--- src/hw/rtl/multi_tap_keypad_text_entry_unit_defines.svh ---
// Assertion macros shared by the keypad text entry design.
`ifndef MULTI_TAP_KEYPAD_TEXT_ENTRY_UNIT_DEFINES_SVH
`define MULTI_TAP_KEYPAD_TEXT_ENTRY_UNIT_DEFINES_SVH

// Same-cycle implication, checked outside reset.
`define MTK_ASSERT_NOW(label, ante, cons, msg) \
	label: assert property (@(posedge clk) disable iff (!arst_n) (ante) |-> (cons)) \
		else $error(msg);

// Next-cycle implication, checked outside reset.
`define MTK_ASSERT_NEXT(label, ante, cons, msg) \
	label: assert property (@(posedge clk) disable iff (!arst_n) (ante) |=> (cons)) \
		else $error(msg);

`endif

--- src/hw/rtl/mtk_pkg.sv ---
package mtk_pkg;

	// Key codes.
	localparam logic [3:0] KEY_A    = 4'd10;
	localparam logic [3:0] KEY_B    = 4'd11;
	localparam logic [3:0] KEY_C    = 4'd12;
	localparam logic [3:0] KEY_D    = 4'd13;
	localparam logic [3:0] KEY_STAR = 4'd14;
	localparam logic [3:0] KEY_HASH = 4'd15;
	localparam logic [3:0] KEY_TWO  = 4'd2;
	localparam logic [3:0] KEY_NINE = 4'd9;

	localparam logic [15:0] TIMEOUT_RST = 16'd1500;
	localparam logic [6:0]  ASCII_SPACE = 7'h20;
	localparam logic [6:0]  ASCII_ZERO  = 7'h30;
	localparam logic [6:0]  ASCII_NONE  = 7'h00;

	// Result queue between the decoder and the output side.
	localparam int QUEUE_DEPTH = 4;
	localparam int QPTR_W      = $clog2(QUEUE_DEPTH);
	localparam int QCNT_W      = $clog2(QUEUE_DEPTH + 1);

	typedef enum logic [2:0] {
		KIND_COMMIT = 3'd0,
		KIND_PROV   = 3'd1,
		KIND_DELETE = 3'd2,
		KIND_ENTER  = 3'd3,
		KIND_MODE   = 3'd4,
		KIND_BACK   = 3'd5
	} event_kind_t;

	// One text event.
	typedef struct packed {
		event_kind_t kind;
		logic [6:0]  chr;
		logic        alpha;
	} rec_t;

	// Everything one press produces: one or two events.
	typedef struct packed {
		logic two;
		rec_t first;
		rec_t second;
	} job_t;

	// True for the groups with four letters (PQRS and WXYZ).
	function automatic logic group_has_four(input logic [3:0] k);
		return (k == 4'd7) || (k == 4'd9);
	endfunction

	// First letter of the group on key k (2..9).
	function automatic logic [6:0] group_first(input logic [3:0] k);
		logic [6:0] r;
		unique case (k)
			4'd2:    r = 7'h41;
			4'd3:    r = 7'h44;
			4'd4:    r = 7'h47;
			4'd5:    r = 7'h4A;
			4'd6:    r = 7'h4D;
			4'd7:    r = 7'h50;
			4'd8:    r = 7'h54;
			4'd9:    r = 7'h57;
			4'd10:   r = 7'h41;
			4'd11:   r = 7'h44;
			4'd12:   r = 7'h47;
			4'd13:   r = 7'h4A;
			4'd14:   r = 7'h4D;
			4'd15:   r = 7'h50;
			4'd0:    r = 7'h54;
			default: r = 7'h57;
		endcase
		return r;
	endfunction

	// Letter at tap position idx of the group on key k, wrapping in a group of three.
	function automatic logic [6:0] letter_of(input logic [3:0] k, input logic [1:0] idx);
		logic [1:0] pos;
		pos = (!group_has_four(k) && idx == 2'd3) ? 2'd0 : idx;
		return group_first(k) + {5'd0, pos};
	endfunction

	// Tap position after one more press of the same key.
	function automatic logic [1:0] next_tap(input logic [3:0] k, input logic [1:0] idx);
		logic [1:0] r;
		if (group_has_four(k)) begin
			r = idx + 2'd1;
		end else begin
			r = (idx >= 2'd2) ? 2'd0 : idx + 2'd1;
		end
		return r;
	endfunction

endpackage

--- src/hw/rtl/multi_tap_keypad_text_entry_unit.sv ---
// Multi-tap keypad text entry. Each accepted word on the s_ side is one key press with its
// millisecond timestamp; the unit answers with one or two event words on the m_ side (commit,
// provisional letter, delete, field enter, mode toggle, back), tlast marking the final event of
// a press, and nothing for key A or for keys 0 and 1 in letter mode. The decoder updates the
// multi-tap state in the cycle a press is accepted, so presses may arrive every cycle while
// the queue has room; the first event of a press passes through the queue and then the output
// register; a two-event press keeps its second event in a register until the first is taken,
// and a four-entry queue between decoder and output lets the input keep flowing while the
// output is stalled. Sustained rate is one press per cycle for single-event presses while
// the output is not stalled, set by the one-word-per-cycle output port. cfg_wdata written
// with cfg_wen sets the repeat timeout in ms (1500 after reset); write it only while idle.
`include "multi_tap_keypad_text_entry_unit_defines.svh"

module multi_tap_keypad_text_entry_unit (
	input  logic        clk,
	input  logic        arst_n,
	input  logic        cfg_wen,
	input  logic [15:0] cfg_wdata,
	input  logic        s_tvalid,
	output logic        s_tready,
	input  logic [39:0] s_tdata,   // key [3:0], press_time [35:4], zero [39:36]
	output logic        m_tvalid,
	input  logic        m_tready,
	output logic [15:0] m_tdata,   // event_kind [2:0], char_code [9:3], alpha_mode [10], zero [15:11]
	output logic        m_tlast
);

	logic          q_push;
	logic          q_ready;
	mtk_pkg::job_t q_in;
	logic          q_pop;
	logic          q_valid;
	mtk_pkg::job_t q_out;
	mtk_pkg::rec_t out_rec;

	// Decoder and multi-tap state.
	mtk_front u_front (
		.clk        (clk),
		.arst_n     (arst_n),
		.cfg_wen    (cfg_wen),
		.cfg_wdata  (cfg_wdata),
		.in_valid   (s_tvalid),
		.in_ready   (s_tready),
		.key        (s_tdata[3:0]),
		.press_time (s_tdata[35:4]),
		.job_push   (q_push),
		.job_ready  (q_ready),
		.job        (q_in)
	);

	// Queue between the two halves.
	mtk_queue u_queue (
		.clk        (clk),
		.arst_n     (arst_n),
		.push       (q_push),
		.push_ready (q_ready),
		.push_job   (q_in),
		.pop        (q_pop),
		.pop_valid  (q_valid),
		.pop_job    (q_out)
	);

	// Output serializer.
	mtk_back u_back (
		.clk       (clk),
		.arst_n    (arst_n),
		.job_valid (q_valid),
		.job_pop   (q_pop),
		.job       (q_out),
		.out_valid (m_tvalid),
		.out_ready (m_tready),
		.out_rec   (out_rec),
		.out_last  (m_tlast)
	);

	assign m_tdata = {5'd0, out_rec.alpha, out_rec.chr, out_rec.kind};

	// The decoder never pushes into a full queue.
	`MTK_ASSERT_NOW(a_no_overflow, q_push, q_ready, "push into full queue")
	// A non-final event is always followed by the rest of its press.
	`MTK_ASSERT_NEXT(a_pair_follows, m_tvalid && !m_tlast, m_tvalid, "second event lost")
	// Only defined event kinds leave the unit.
	`MTK_ASSERT_NOW(a_kind_range, m_tvalid, m_tdata[2:0] <= mtk_pkg::KIND_BACK,
		"undefined event kind")

endmodule

--- src/hw/rtl/mtk_front.sv ---
// Decodes each key press against the multi-tap state and builds its events.
module mtk_front (
	input  logic               clk,
	input  logic               arst_n,
	input  logic               cfg_wen,
	input  logic [15:0]        cfg_wdata,
	input  logic               in_valid,
	output logic               in_ready,
	input  logic [3:0]         key,
	input  logic [31:0]        press_time,
	output logic               job_push,
	input  logic               job_ready,
	output mtk_pkg::job_t      job
);

	logic [15:0] timeout_q;
	logic        pend_vld_q;
	logic [3:0]  pend_key_q;
	logic [1:0]  tap_q;
	logic [31:0] stamp_q;
	logic        mode_q;

	logic        pend_vld_d;
	logic [3:0]  pend_key_d;
	logic [1:0]  tap_d;
	logic [31:0] stamp_d;
	logic        mode_d;

	logic        accept;
	logic        key_letter;
	logic        key_digit;
	logic [31:0] gap;
	logic        advance;
	logic        commit_ok;
	logic        has_main;
	logic        do_commit;
	mtk_pkg::rec_t commit_rec;
	mtk_pkg::rec_t main_rec;

	assign in_ready = job_ready;
	assign accept   = in_valid && job_ready;

	assign key_letter = (key >= mtk_pkg::KEY_TWO) && (key <= mtk_pkg::KEY_NINE);
	assign key_digit  = (key <= mtk_pkg::KEY_NINE);
	assign gap        = press_time - stamp_q;
	assign advance    = pend_vld_q && (pend_key_q == key) && (gap <= {16'd0, timeout_q});
	assign commit_ok  = pend_vld_q && (pend_key_q >= mtk_pkg::KEY_TWO)
		&& (pend_key_q <= mtk_pkg::KEY_NINE);

	// Commit of the pending letter, shown in the mode before this press.
	always_comb begin
		commit_rec.kind  = mtk_pkg::KIND_COMMIT;
		commit_rec.chr   = mtk_pkg::letter_of(pend_key_q, tap_q);
		commit_rec.alpha = mode_q;
	end

	// Next state and the main event of the press.
	always_comb begin
		pend_vld_d     = pend_vld_q;
		pend_key_d     = pend_key_q;
		tap_d          = tap_q;
		stamp_d        = stamp_q;
		mode_d         = mode_q;
		has_main       = 1'b1;
		do_commit      = commit_ok;
		main_rec.kind  = mtk_pkg::KIND_COMMIT;
		main_rec.chr   = mtk_pkg::ASCII_NONE;
		main_rec.alpha = mode_q;
		priority if (key == mtk_pkg::KEY_C) begin
			pend_vld_d     = 1'b0;
			pend_key_d     = '0;
			tap_d          = '0;
			mode_d         = !mode_q;
			main_rec.kind  = mtk_pkg::KIND_MODE;
			main_rec.alpha = !mode_q;
		end else if (mode_q && key_letter) begin
			if (advance) begin
				do_commit = 1'b0;
				tap_d     = mtk_pkg::next_tap(key, tap_q);
			end else begin
				tap_d = '0;
			end
			pend_vld_d    = 1'b1;
			pend_key_d    = key;
			stamp_d       = press_time;
			main_rec.kind = mtk_pkg::KIND_PROV;
			main_rec.chr  = mtk_pkg::letter_of(key, tap_d);
		end else if (key == mtk_pkg::KEY_D || key == mtk_pkg::KEY_STAR
				|| key == mtk_pkg::KEY_B || key == mtk_pkg::KEY_HASH
				|| (!mode_q && key_digit)) begin
			pend_vld_d = 1'b0;
			pend_key_d = '0;
			tap_d      = '0;
			unique case (key)
				mtk_pkg::KEY_D: begin
					main_rec.kind = mtk_pkg::KIND_COMMIT;
					main_rec.chr  = mtk_pkg::ASCII_SPACE;
				end
				mtk_pkg::KEY_STAR: main_rec.kind = mtk_pkg::KIND_DELETE;
				mtk_pkg::KEY_B:    main_rec.kind = mtk_pkg::KIND_BACK;
				mtk_pkg::KEY_HASH: main_rec.kind = mtk_pkg::KIND_ENTER;
				default: begin
					main_rec.kind = mtk_pkg::KIND_COMMIT;
					main_rec.chr  = mtk_pkg::ASCII_ZERO + {3'd0, key};
				end
			endcase
		end else begin
			// Key A, or 0 and 1 while in letter mode: nothing happens.
			has_main  = 1'b0;
			do_commit = 1'b0;
		end
	end

	// Pack the events: the commit, when present, comes first.
	always_comb begin
		job.two    = do_commit;
		job.first  = do_commit ? commit_rec : main_rec;
		job.second = main_rec;
	end

	assign job_push = accept && has_main;

	// Configuration and multi-tap state.
	always_ff @(posedge clk or negedge arst_n) begin
		if (!arst_n) begin
			timeout_q  <= mtk_pkg::TIMEOUT_RST;
			pend_vld_q <= 1'b0;
			pend_key_q <= '0;
			tap_q      <= '0;
			stamp_q    <= '0;
			mode_q     <= 1'b1;
		end else begin
			if (cfg_wen) begin
				timeout_q <= cfg_wdata;
			end
			if (accept) begin
				pend_vld_q <= pend_vld_d;
				pend_key_q <= pend_key_d;
				tap_q      <= tap_d;
				stamp_q    <= stamp_d;
				mode_q     <= mode_d;
			end
		end
	end

endmodule

--- src/hw/rtl/mtk_queue.sv ---
// Short queue of decoded presses between the decoder and the output side.
module mtk_queue (
	input  logic          clk,
	input  logic          arst_n,
	input  logic          push,
	output logic          push_ready,
	input  mtk_pkg::job_t push_job,
	input  logic          pop,
	output logic          pop_valid,
	output mtk_pkg::job_t pop_job
);

	mtk_pkg::job_t                  slot_q [mtk_pkg::QUEUE_DEPTH];
	logic [mtk_pkg::QPTR_W-1:0]     wr_ptr_q;
	logic [mtk_pkg::QPTR_W-1:0]     rd_ptr_q;
	logic [mtk_pkg::QCNT_W-1:0]     count_q;
	logic                           do_push;
	logic                           do_pop;

	assign push_ready = (count_q != mtk_pkg::QCNT_W'(mtk_pkg::QUEUE_DEPTH));
	assign pop_valid  = (count_q != '0);
	assign pop_job    = slot_q[rd_ptr_q];
	assign do_push    = push && push_ready;
	assign do_pop     = pop && pop_valid;

	// Storage holds payload only.
	always_ff @(posedge clk) begin
		if (do_push) begin
			slot_q[wr_ptr_q] <= push_job;
		end
	end

	// Pointers and fill count.
	always_ff @(posedge clk or negedge arst_n) begin
		if (!arst_n) begin
			wr_ptr_q <= '0;
			rd_ptr_q <= '0;
			count_q  <= '0;
		end else begin
			if (do_push) begin
				wr_ptr_q <= wr_ptr_q + 1'b1;
			end
			if (do_pop) begin
				rd_ptr_q <= rd_ptr_q + 1'b1;
			end
			if (do_push && !do_pop) begin
				count_q <= count_q + 1'b1;
			end else if (do_pop && !do_push) begin
				count_q <= count_q - 1'b1;
			end
		end
	end

endmodule

--- src/hw/rtl/mtk_back.sv ---
// Serializes queued presses into one event word per cycle on the output while it is not stalled.
module mtk_back (
	input  logic          clk,
	input  logic          arst_n,
	input  logic          job_valid,
	output logic          job_pop,
	input  mtk_pkg::job_t job,
	output logic          out_valid,
	input  logic          out_ready,
	output mtk_pkg::rec_t out_rec,
	output logic          out_last
);

	logic          out_vld_q;
	mtk_pkg::rec_t out_rec_q;
	logic          out_last_q;
	logic          pend_q;
	mtk_pkg::rec_t pend_rec_q;
	logic          slot_free;

	assign slot_free = !out_vld_q || out_ready;
	assign job_pop   = slot_free && !pend_q && job_valid;

	assign out_valid = out_vld_q;
	assign out_rec   = out_rec_q;
	assign out_last  = out_last_q;

	// Output register, fed by the held second event before a new press.
	always_ff @(posedge clk or negedge arst_n) begin
		if (!arst_n) begin
			out_vld_q <= 1'b0;
			pend_q    <= 1'b0;
		end else if (slot_free) begin
			if (pend_q) begin
				out_vld_q <= 1'b1;
				pend_q    <= 1'b0;
			end else begin
				out_vld_q <= job_valid;
				pend_q    <= job_valid && job.two;
			end
		end
	end

	always_ff @(posedge clk) begin
		if (slot_free) begin
			if (pend_q) begin
				out_rec_q  <= pend_rec_q;
				out_last_q <= 1'b1;
			end else if (job_valid) begin
				out_rec_q  <= job.first;
				out_last_q <= !job.two;
				pend_rec_q <= job.second;
			end
		end
	end

endmodule
--- config.mk ---
export PLATFORM = sky130hd
export DESIGN_NAME = multi_tap_keypad_text_entry_unit
export DESIGN_NICKNAME = d
export VERILOG_FILES = /design/src/hw/rtl/mtk_pkg.sv /design/src/hw/rtl/multi_tap_keypad_text_entry_unit.sv /design/src/hw/rtl/mtk_front.sv /design/src/hw/rtl/mtk_queue.sv /design/src/hw/rtl/mtk_back.sv
export VERILOG_INCLUDE_DIRS = /design/src /design/src/hw/rtl
export SDC_FILE = /design/constraint.sdc
export NUM_CORES = 1
export LEC_CHECK = 0
export BUFFER_PORTS_ARGS = -buffer_cell sky130_fd_sc_hd__buf_2
export CAP_MARGIN = 30
export CORE_MARGIN = 2
export CORE_UTILIZATION = 25
export CTS_CLUSTER_SIZE = 20
export DETAILED_ROUTE_END_ITERATION = 6
export MAX_ROUTING_LAYER = met4
export SLEW_MARGIN = 20
export SYNTH_ARGS = -nofsm -noshare
export SYNTH_HDL_FRONTEND = slang
export SYNTH_SLANG_ARGS = --single-unit
--- constraint.sdc ---
create_clock -name clk -period 7.6 [get_ports clk]
set_clock_uncertainty 0.1 [all_clocks]
set_input_delay 0.76 -clock clk [delete_from_list [all_inputs] [get_ports clk]]
set_output_delay 0.76 -clock clk [all_outputs]
set_load 0.01 [all_outputs]
==> metrics.cfg <==
[synth]
synth-edff-count=115
netlist_area_um2=10230
yosysWarningCount=0
synthAdderAreaFrac=0.09222
yosysTopAreaCell=edfxtp_1
synth-simple-area-share=0.1174
synth-seq-cells=180
synth_area_per_cell_um2=10.93
synth_compound_area_frac=0.1312
synth_top_family_by_area=compound AO/OA/AOI/OAI gates
synth_top_cell_area_share=0.3376
synthCells=936
synthMuxAreaShare=0.07987
ys_seq_area_frac=0.4976
synth-async-reset-ratio=0.3611
synth_cell_types=71
ys.flop_type=edfxtp_1
synthTopCellsByArea=edfxtp_1 (34%), dfrtp_1 (14%), ha_1 (8.4%)
synth_xor_area_frac=0.03510

[grt]
antenna_found_initial=2
grt_usage=0.1119
grt_start_max_net_pins=69
grt_pass1_wl_mm=36.30
grt_pass1_vias=6791
grt_overflow=0

[clock_tree]
cts_max_level=4
root_buffer=clkbuf_16
clk_path_buf_depth=2
ctsHoldBuffers=0
cts_made_buffers=17
cts_setup_buffers=0
cts_tree=built
clock_latency_ns=0.44
clk_pin_slew_ns=0.07
cts-resized-gates=0
clock-sinks=180

[power]
p_int_mw=2.756
powerDensity_nw_per_um2=381.9
ir_worst_vdd_mv=0.1631
p_leak_nw=4.623
total_power_mw=4.493
p_clk_frac=0.190
power_switching_mw=1.737
switching_share=0.3867
power_frac_seq=0.342
pwr-share-comb=0.468

[sta]
setup-violations-final=0
period_needed_ns=6.970
max_freq_mhz=143.5
finalHoldViolCount=0
fin_crit_sh=0.9171
slew-limit-headroom=0.4282
finalMaxSlewViolations=0
tns_ns=0
rsz0062_at_grt=no
worst_pin_slew_ns=0.8550

[floorplan]
start_util=0.2517
coreArea_um2=40650
rows=74
dieHeight_um=206.3
dieArea_um2=42550
fp.dieW_um=206.3
io_pins=80

[place]
dpl.cell_count=1509
gp_congestion=0.8730
dpl.hpwl_mm=16.04
port_buffers=70

[worst_hold_path]
hp-class=in2async

[drt]
drt_iter0_drc=377
vias_per_cell=4.552
routed_wl_mm=22.07
ant_nets=0
route.detailed.drc=0
wire_per_inst_um=14.30
vias=7024
first_pass_iters=5

[status]
status=completed

[layout]
n_fill_cell=4141
nets=1131
final_cells=1543
drive_above_1_share=0.1713
area_growth_syn_to_layout_pct=15.00

[flow_run]
cap_violations=0

[setup_path]
reg2reg_depth=26
crit_type=in2reg
cp-end-kind=flop
worst_ep_required_time_ns=7.69
critPathLaunchType=input port
arrival_ns=7.06
path_max_fanout=9

[synth_stat cells, drive strengths merged, types with 3 or more instances]
cell / number
edfxtp: 115
nand2: 112
o21ai: 86
inv: 74
ha: 69
dfrtp: 57
a21oi: 56
nor2: 52
clkbuf: 36
mux4: 23
xor2: 21
xnor2: 20
mux2: 17
nor3: 13
nand2b: 12
nand4: 12
o21a: 11
and2: 10
mux2i: 10
a21o: 9
nand3: 9
buf: 8
dfstp: 8
nor2b: 7
o22ai: 7
a31oi: 6
and3: 6
a21boi: 5
nor4: 5
a211oi: 4
a22o: 4
fa: 4
o2111ai: 4
a2111oi: 3
a22oi: 3
nor3b: 3
nor4b: 3
o211ai: 3
or4: 3
[layout make-up]
type                            instances  area, µm²  area share
Antenna cell                            1      2.502   0.0002127
Clock buffer                           20      436.7     0.03712
Clock inverter                         12      121.4     0.01032
Inverter                               75      281.5     0.02393
Multi-Input combinational cell        641       4713      0.4007
Sequential cell                       180       5090      0.4327
Tap cell                              532      665.6     0.05658
Timing Repair Buffer                   82      452.9     0.03850
[power groups by stage]
stage	logic (mW)	clock network [mW]	registers, mW
2_1_floorplan	1.60	0	1.53
3_3_place_gp	2.05	0	1.55
3_5_place_dp	2.09	0	1.56
4_1_cts	2.11	0.876	1.54
5_1_grt	2.38	0.916	1.57
6_report	2.10	0.853	1.54
[final timing paths]
path                                                   from                               end  slack, ns
max                                              s_tdata[4]   u_queue.slot_q[1][14]$_DFFE_PP_       0.63
min                                                  arst_n   u_front.stamp_q[20]$_DFFE_PN0P_       0.22
max reg2reg                  u_front.stamp_q[0]$_DFFE_PN0P_   u_queue.slot_q[1][14]$_DFFE_PP_       0.69
min reg2reg                u_front.timeout_q[3]$_DFFE_PN1P_  u_front.timeout_q[3]$_DFFE_PN1P_       0.42
max in group asynchronous                            arst_n  u_front.timeout_q[4]$_DFFE_PN1P_       6.55
min in group clk           u_front.timeout_q[3]$_DFFE_PN1P_  u_front.timeout_q[3]$_DFFE_PN1P_       0.42
[stage by stage]
step / utilization / cell area (µm²) / hold WS (ns) / worst slack [ns]
finish: 0.2894 / 11760 / 0.2227 / 0.6298
floorplan: - / 10240 / 0.3644 / 1.336
detailed placement: 0.2748 / 11170 / 0.4069 / 0.2260
CTS: 0.2886 / 11730 / 0.4156 / 0.6354
global placement: 0.2746 / 11160 / 0.4009 / 0.3261
global route: 0.2894 / 11760 / 0.2451 / 0.04332
[sequential cells by signal, summed over array words and instances (netlist names)]
register and cells:
u_back.out_last 1, u_back.out_rec 11, u_back.out_valid 1, u_back.pend_q 1, u_back.pend_rec_q 11, u_front.mode_q 1, u_front.pend_key_q 4, u_front.pend_vld_q 1
u_front.stamp_q 32, u_front.tap_q 2, u_front.timeout_q 16, u_queue.count_q 3, u_queue.rd_ptr_q 2, u_queue.slot_q 92, u_queue.wr_ptr_q 2
[cell families (layout without fill, tap and decap cells)]
family,after synthesis,count (layout)
flip-flops,180,180
AO/OA/AOI/OAI,219,219
buffers and inverters,119,189
adder cells (fa/ha/maj),73,73
XOR/XNOR,41,41
other,1,6
AND/OR/NAND/NOR,253,253
multiplexers,50,50
[metal layers]
layer | wire (µm) | track usage | part of all wire
met1 | 10420 | 0.1424 | 0.47
met2 | 10660 | 0.1819 | 0.48
met3 | 724 | 0.02255 | 0.033
met4 | 264 | 0.02883 | 0.012
met5 | 0 | - | 0
[placed cells by master (no fill, tap or decap), types with 23 or more instances in the layout]
cell type and count:
dfrtp_1 57, nor2_1 51, ha_1 69, a21oi_1 55, inv_1 74, o21ai_0 85
nand2_1 111, edfxtp_1 115, mux4_2 23, buf_2 70
[critical path, cell delays in order]
cell and delay, ns:
buf_2 0.09, inv_1 0.04, ha_1 0.22, fa_1 0.40
nand2b_1 0.20, a21oi_1 0.20, o21ai_1 0.22, a21oi_1 0.22
a31oi_1 0.13, xnor2_1 0.16, ha_1 0.32, nand4_1 0.17
nor4_1 0.40, nand4_1 0.16, o41a_1 0.18, a41oi_2 0.19
o2111ai_2 0.17, nor4b_4 0.33, nand4_4 0.27, nor3_1 0.35
inv_1 0.10, fa_1 0.46, xnor2_1 0.15, o21ai_0 0.63
a21oi_1 0.15, nor2_1 0.11, a221oi_1 0.06, o21ai_0 0.22
No activity file was read; power rests on OpenSTA's default activity.
